### config.mk
export PLATFORM = sky130hd
export DESIGN_NAME = chs_ram
export DESIGN_NICKNAME = d
export VERILOG_FILES = /design/src/rtl/chs_ram.sv
export SDC_FILE = /design/constraint.sdc
export NUM_CORES = 1
export LEC_CHECK = 0
export BUFFER_PORTS_ARGS = -buffer_cell sky130_fd_sc_hd__clkbuf_2
export CAP_MARGIN = 20
export CORE_MARGIN = 1.5
export CORE_UTILIZATION = 65
export CTS_BUF_LIST = sky130_fd_sc_hd__clkbuf_16
export CTS_CLUSTER_SIZE = 24
export DETAILED_ROUTE_END_ITERATION = 8
export PLACE_DENSITY = 0.82
export SYNTH_ARGS = -nofsm -noshare
export SYNTH_HDL_FRONTEND = slang
export SYNTH_SLANG_ARGS = --single-unit
### constraint.sdc
create_clock -name clk -period 4.1 [get_ports clk]
set_input_delay 1.23 -clock clk [delete_from_list [all_inputs] [get_ports clk]]
set_output_delay 1.23 -clock clk [all_outputs]
set_load 0.02 [all_outputs]
### src/rtl/chs_ram.sv
// ----------------------------------------------------------------------------
// chs_ram: generic single-write, single-read RAM
// One write port and one read port, read data registered.
// ----------------------------------------------------------------------------
module chs_ram #(
	parameter int WIDTH = 8,
	parameter int DEPTH = 64
) (
	input  logic                                  clk,
	input  logic                                  we,
	input  logic [(DEPTH > 1 ? $clog2(DEPTH) : 1)-1:0] waddr,
	input  logic [WIDTH-1:0]                      wdata,
	input  logic [(DEPTH > 1 ? $clog2(DEPTH) : 1)-1:0] raddr,
	output logic [WIDTH-1:0]                      rdata
);

	logic [WIDTH-1:0] mem [DEPTH];

	always_ff @(posedge clk) begin
		if (we) begin
			mem[waddr] <= wdata;
		end
		rdata <= mem[raddr];
	end

endmodule

==> results.md, run 1 <==
- Hold Crit Depth: 4
- Setup TNS: 0 ns
- R2R depth: 4
- GRT Total Usage: a little under a third
- DIE WIDTH: 179 µm
- Fin crit period: 3.04 ns
- Largest net degree at the start of global routing: 47
- H-tree depth: 2
- Setup repair bufs after CTS: 0
- Drt first pass iters: 7
- Achievable Freq: between 0.3 and 0.4 GHz
- Cts hold-fix bufs: 0
- Sequential area share after synthesis: 77.0%
- WL per Instance: 31.5 µm
- Gr busiest metal: met2
- CTS Buf Count: 49
- Detailed Place HPWL: approximately 28000 µm
- Vias in the first global route: approximately 10000
- Psw: ~0.0022 W
- Post-Synthesis Cells: 940
- Slew HR: a little under a third
- Int Pwr: about 0.0082 W
- Crit share post-route: roughly 74%
- Leak Pwr: between 7 and 8 nW
- GRT met1 Usage: a little over two fifths
- Routed WL: 46600 µm
- Post-Syn Area per Cell: about 21 µm²
- Final GP Congestion: between 0.8 and 0.9
- CP Max Fanout: 27
- Synth warnings: 0
- Hold Path Class: reg -> reg
- Unique cell type count in the Yosys netlist: 40
- Reg2Reg Capture Point: rdata[0]$_DFF_P_
- CTS tree: yes
- Power per Cell Area: around 460 nW/µm²
- Total vias in the final route: 10319
- Fin nets: 1071
- Vias per cell: 6.98
- Die ar.: ~32000 µm²
- I/O Pins: 30
- Clock share of power: between 30% and 40%
- Cts repair resizes: 0
- Switching part of the total: 21.1%
- # clock sinks: between 500 and 600
- Port Buffers: 29
- Gate power share: approximately 5.5%
- Critical R2R Launch: mem[44][0]$_DFFE_PP_
- Initial core utilization: around 66%
- Drt drc: 0
- Status: finished clean
- Global-route wire length before repair: just under 70000 µm
- Max VDD drop: around 0.00036 V
- Clk Latency, worst-skew pair: ~0.55 ns
- Top_reg_cell synth: edfxtp_1
- Share of layout cells above drive strength 1: 28.3%
- Slew Viols, Final: 0
- DP Area: between 20000 and 25000 µm²
- Num rows: 64
- Global route overflow: 0
- Antenna violations before repair: 2
- Root Buffer: clkbuf_16
- Area delta synth->final: 11.8%
- GR Util met2: approximately 48%
- Cell area after layout: 22600 µm²
- Grt met3 use: slightly below 6%
- Clock-pin transition on the worst setup and hold timing paths: around 0.060 ns
- Flop pwr share: 56.5%
- DR iter-0 viols: 1799
- Post-synthesis async set-or-reset flop share: 0%
- Core outline area: slightly above 30000 µm²
- Clock buffer depth: 3
- Worst Setup Start Kind: input port
- Worst Setup Path Type: in -> reg
- Final Hold Viols: 0
- CP arrival: approximately 3.4 ns
- Setup violators final: 0
- Total of max-cap violations: 0
- Synthesized area: 20200 µm²
- Unrepaired setup endpoints after global routing: no
- Post-synth EDFFs: between 500 and 600
- Die Y: approximately 180 µm
- Worst min-delay path startpoint: mem[22][2]$_DFFE_PP_
- Endpoint type of the worst setup path: flip-flop
- Worst Hold Endpoint: rdata[2]$_DFF_P_
- Synthesis-stage register bit count: 520
- Layout Skew: ~0.008 ns
- Antenna cells: 0
- Remaining antenna violation count: 0
- R2r setup slk: between 1.5 and 2 ns
- Slew @ Worst Pin: around 1.0 ns
- Syn Nets: around 960
- Data required, critical path: about 4.5 ns
-- registers in the layout, indices dropped and copies added (netlist names) --
name	count
mem	512
rdata	8
-- worst max path at each step --
stage	start	end	slack [ns]	depth (start not counted)
after floorplan	raddr[1]	rdata[3]$_DFF_P_	1.20	7
after global routing	raddr[0]	rdata[0]$_DFF_P_	1.01	7
after detailed placement	raddr[1]	rdata[0]$_DFF_P_	0.52	5
after global placement	raddr[0]	rdata[0]$_DFF_P_	0.55	7
after CTS	raddr[1]	rdata[0]$_DFF_P_	1.06	5
final	raddr[1]	rdata[0]$_DFF_P_	1.06	5
-- per-stage QoR --
stage / hold slack, ns / setup slack (ns) / util, % / total power (W) / std cells
floorplan: 0.718 / 1.20 / - / 0.00633 / 940
CTS: 0.849 / 1.06 / 73.7 / 0.0105 / 1479
global route: 0.880 / 1.01 / 73.7 / 0.0107 / 1479
detailed placement: 0.826 / 0.516 / 69.2 / 0.00658 / 1394
finish: 0.849 / 1.06 / 73.7 / 0.0105 / 1479
global placement: 0.803 / 0.549 / 69.2 / 0.00656 / 1393
-- per-layer routing --
metal	share of wire, %	up-vias
met5	0.026	-
met4	3.7	2
met3	11	137
met2	48	810
met1	37	5232
li1	-	4138
-- power groups by stage --
stage / Combinational (W) / Sequential (W) / Clock (W)
final: 0.000575 / 0.00591 / 0.00398
after floorplan: 0.000314 / 0.00602 / 0
after CTS: 0.000570 / 0.00591 / 0.00400
after detailed placement: 0.000561 / 0.00602 / 0
after global routing: 0.000603 / 0.00591 / 0.00422
after global placement: 0.000540 / 0.00602 / 0
-- cell type report --
cell class	instances	area (µm²)
Clock inverter	36	145
Tap cell	396	495
Fill cell	1611	8040
Timing Repair Buffer	109	835
Clock buffer	49	1230
Multi-Input combinational cell	369	4320
Sequential cell	520	15500
-- synth_stat cells, types with 2 or more instances --
library cell  instances  share of area, %
o221ai_1              8              0.35
edfxtp_1            512                76
o221a_2               2              0.11
nor2_1               83               1.5
nand2_1              19              0.35
o22ai_1               8              0.25
mux4_2              126                14
a22oi_1               3              0.11
o2111ai_1             3              0.13
a221oi_1              6              0.26
o41ai_1               2             0.087
mux2_2               13              0.73
a211oi_1              4              0.15
o21ai_0               2             0.050
nor4_1                2             0.062
nand4_1               2             0.062
o2bb2ai_1             3              0.13
nor3_1                7              0.17
nand3b_1              3              0.11
a21oi_1               3             0.074
o21ai_1               2             0.050
nor2b_1              14              0.43
dfxtp_1               8              0.79
a2111oi_0             2             0.087
buf_1                 4             0.074
buf_12                2              0.20
buf_6                 4              0.22
buf_4                13              0.48
nand2b_1              7              0.22
o21a_1                2             0.074
nand3_1              13              0.32
buf_2                11              0.27
clkbuf_1             17              0.32
mux2i_1              23               1.1
o32ai_1               2             0.087
-- critical path, stage by stage --
cell and delay, ns:
buf_4 0.42, mux4_2 0.57, mux2_2 0.30, a221oi_1 0.74
o2bb2ai_1 0.17
-- cells in the final DEF, fill, tap and decap left out, types with 2 or more instances in the layout --
| cell | instances |
|---|---|
| nor2b_1 | 14 |
| nand4_1 | 2 |
| o21ai_0 | 2 |
| a221oi_1 | 6 |
| nor4_1 | 2 |
| nor3_1 | 7 |
| mux2_2 | 13 |
| nand2b_1 | 7 |
| nand3_1 | 13 |
| a21oi_1 | 3 |
| o21a_1 | 2 |
| o41ai_1 | 2 |
| clkinv_1 | 11 |
| clkbuf_2 | 26 |
| mux2i_1 | 23 |
| clkinv_2 | 8 |
| clkbuf_16 | 49 |
| o32ai_1 | 2 |
| o21ai_1 | 2 |
| dfxtp_1 | 8 |
| o22ai_1 | 8 |
| a22oi_1 | 3 |
| nand3b_1 | 3 |
| a211oi_1 | 4 |
| o221a_2 | 2 |
| a2111oi_0 | 2 |
| nor2_1 | 83 |
| buf_12 | 6 |
| nand2_1 | 19 |
| o2bb2ai_1 | 3 |
| o2111ai_1 | 3 |
| buf_4 | 76 |
| inv_1 | 17 |
| o221ai_1 | 8 |
| mux4_2 | 126 |
| edfxtp_1 | 512 |
-- kinds of logic after synthesis --
logic type,after synthesis,share of synthesized area (%)
AOI/OAI and AO/OA,54,2.07
muxes,162,15.9
DFF,520,77.0
buffers and inverters,51,1.57
and+or+nand+nor,153,3.39
(Power assumes the default switching activity.)
==> inputs of run 2 (changes only) <==
--- a/config.mk
+++ b/config.mk
@@ -5,14 +5,15 @@
 export SDC_FILE = /design/constraint.sdc
 export NUM_CORES = 1
 export LEC_CHECK = 0
+export ABC_AREA = 1
 export BUFFER_PORTS_ARGS = -buffer_cell sky130_fd_sc_hd__clkbuf_2
 export CAP_MARGIN = 20
 export CORE_MARGIN = 1.5
-export CORE_UTILIZATION = 65
+export CORE_UTILIZATION = 57
 export CTS_BUF_LIST = sky130_fd_sc_hd__clkbuf_16
 export CTS_CLUSTER_SIZE = 24
 export DETAILED_ROUTE_END_ITERATION = 8
-export PLACE_DENSITY = 0.82
+export PLACE_DENSITY = 0.76
 export SYNTH_ARGS = -nofsm -noshare
 export SYNTH_HDL_FRONTEND = slang
 export SYNTH_SLANG_ARGS = --single-unit
==> constraint.sdc (replaced) <==
create_clock -name clk -period 2.8 [get_ports clk]
set_input_delay 0.84 -clock clk [delete_from_list [all_inputs] [get_ports clk]]
set_output_delay 0.84 -clock clk [all_outputs]
set_load 0.02 [all_outputs]
==> run 2 against run 1 <==
  * Global-route usage fell by 2.7 points
  * Combinational power grew 84%
  * Synthesized cell count up 92%
  * Die area up 20%
  * Critical path type is now reg -> out
  * Largest cell class unchanged
==> results.md, run 2 <==
- Die ar.: between 30000 and 40000 µm²
- Fill count: between 2000 and 3000
- Max FFs per register: 512
- Unique cell type count in the Yosys netlist: 16
- Synthesized area: ~21000 µm²
- DIE WIDTH: between 150 and 200 µm
- H-tree depth: 2
- Area contributors post-synth: edfxtp_1 (72%), nand2_1 (11%), nand3_1 (10%), buf_6 (1.8%), nor2_1 (0.99%)
- Cts hold-fix bufs: 0
- Worst Setup Path Type: reg -> out
- Post-Synthesis Cells: between 1500 and 2000
- Port Buffers: 29
- CP Max Fanout: 1
- Most flops, register: mem
- Most area-hungry cell type in the Yosys netlist: edfxtp_1
- Synthesis-stage register bit count: 520
- Psw: between 0.003 and 0.004 W
- CP startpoint: rdata[1]$_DFF_P_
- Most instantiated cells after synthesis: nand2_1 (648), edfxtp_1 (512), nand3_1 (439), nor2_1 (56), buf_2 (37)
- Endpoint type of the worst setup path: primary output
- Cell area after layout: ~24000 µm²
- Antenna cells: 0
- DP Area: ~22000 µm²
- CP arrival: 1.24 ns
- Remaining antenna violation count: 0
- Fin crit period: approximately 2.1 ns
- Drt first pass iters: 8
- Largest net degree at the start of global routing: 122
- Max VDD drop: 0.000543 V
- Slowest cell on the critical path: dfxtp_1
- Root Buffer: clkbuf_16
- Global-route wire length before repair: between 80000 and 90000 µm
- Fin util: 65.4%
- Achievable Freq: 0.481 GHz
- Global route overflow: 0
- Total vias in the final route: between 10000 and 15000
- Slew Viols, Final: 0
- Worst Setup Start Kind: flip-flop
- Crit path buf inv count: 1
- Most common cell after layout, fill and taps aside: nand2_1
- Vias per cell: around 6.0
- Leak Pwr: slightly below 9 nW
- GRT Total Usage: around 28%
- Area share of the largest cell type after synthesis: just over 70%
- Post-synthesis async set-or-reset flop share: 0%
- WL per Instance: roughly 22 µm
- Clock-pin transition on the worst setup and hold timing paths: 0.06 ns
- Top_reg_cell synth: edfxtp_1
- Post-Syn Area per Cell: approximately 12 µm²
- Die Y: slightly below 200 µm
- Share of layout cells above drive strength 1: approximately 11%
- Area delta synth->final: 12.5%
- Clock buffer depth: 3
- Antenna violations before repair: 0
- Sequential area share after synthesis: between 70 and 80%
- DR iter-0 viols: between 1500 and 2000
- Gate power share: 6.4%
- Slew @ Worst Pin: about 0.8 ns
- Clock share of power: just over 40%
- Setup repair bufs after CTS: 0
- CTS Buf Count: 51
- Flop pwr share: between 50 and 60%
- Total of max-cap violations: 0
- R2r setup slk: between 1 and 1.5 ns
- Post-Place Worst Slack: 0.288 ns
- Cts repair resizes: 0
- Power per Cell Area: 687 nW/µm²
- Hold_ws: 0.636 ns
- Fin nets: 1900
- I/O Pins: 30
- Critical R2R Launch: mem[21][3]$_DFFE_PP_
- Layout Skew: around 0.031 ns
- Detailed Place HPWL: 30100 µm
- Final Hold Viols: 0
- Switching part of the total: a little over a fifth
- Critical path's largest stage delay: roughly 0.43 ns
- Synth warnings: 0
- Syn Nets: ~1800
- Largest registers: mem x512, rdata x8
- Data required, critical path: slightly below 2 ns
- Setup TNS: 0 ns
- Most frequent cells in the layout: nand2_1 (648), edfxtp_1 (512), nand3_1 (439)
- Routed WL: 52300 µm
- Drt drc: 0
- Slew HR: 46.7%
- Status: finished clean
- Num rows: 70
- # clock sinks: 520
- Clk Latency, worst-skew pair: approximately 0.59 ns
- Worst-path cell chain: clkbuf_2
- Initial core utilization: approximately 58%
- CTS tree: yes
- Delay-heaviest family, CP: flip-flops
- Setup violators final: 0
- Post-synth EDFFs: roughly 510
- Crit share post-route: 74.3%
- Worst min-delay path startpoint: raddr[5]
- Final GP Congestion: 0.884
- Vias in the first global route: 13928
- Hold Path Class: in -> reg
- Fin worst setup slack: a little over 0.7 ns
- Core outline area: about 37000 µm²
- Most frequent cell after synthesis: nand2_1
- Unrepaired setup endpoints after global routing: no
- Int Pwr: around 0.013 W
==> run 2: worst paths after layout <==
path,depth (start not counted),to
setup / recovery,1,rdata[1]
hold reg to reg,8,rdata[6]$_DFF_P_
setup reg to reg,8,rdata[3]$_DFF_P_
hold / removal,3,rdata[6]$_DFF_P_
==> run 2: layout make-up <==
type / instances / area [µm²] / area share, %
sequential: 520 / 15500 / 64.7
multi-input combinational: 1160 / 4950 / 20.6
clock buffer: 52 / 1300 / 5.42
timing repair buffer: 133 / 1220 / 5.09
tap: 468 / 586 / 2.44
clock inverter: 39 / 364 / 1.52
inverter: 12 / 52.6 / 0.219
==> run 2: layer usage <==
layer | track usage, % | up-vias | share of wire, %
met5 | 0 | - | 0
met4 | 11.7 | 0 | 3.8
met3 | 4.12 | 149 | 10
met2 | 43.9 | 831 | 47
met1 | 39.2 | 6865 | 39
li1 | - | 6504 | -
==> run 2: tightest hold or removal path, cell delays in order <==
cell      delay [ns]
clkbuf_2        0.18
nand3_1         0.12
nand2_1         0.04
==> run 2: through the flow <==
step	std cells	power, W
3_3_place_gp	2293	0.00982
6_report	2384	0.0165
5_1_grt	2384	0.0169
2_1_floorplan	1805	0.00942
4_1_cts	2384	0.0165
3_5_place_dp	2293	0.00985
==> run 2: power by group through the flow <==
| stage | clock network (W) | logic, W | registers, W |
|---|---|---|---|
| finish | 0.00680 | 0.00106 | 0.00864 |
| global route | 0.00716 | 0.00115 | 0.00864 |
| CTS | 0.00686 | 0.00105 | 0.00864 |
| detailed placement | 0 | 0.00104 | 0.00881 |
| global placement | 0 | 0.00102 | 0.00880 |
| floorplan | 0 | 0.000605 | 0.00881 |
==> run 2: kinds of logic after synthesis <==
logic type / synth area share [%]
flops: 72.8
buf+inv: 4.02
simple gates: 23.2
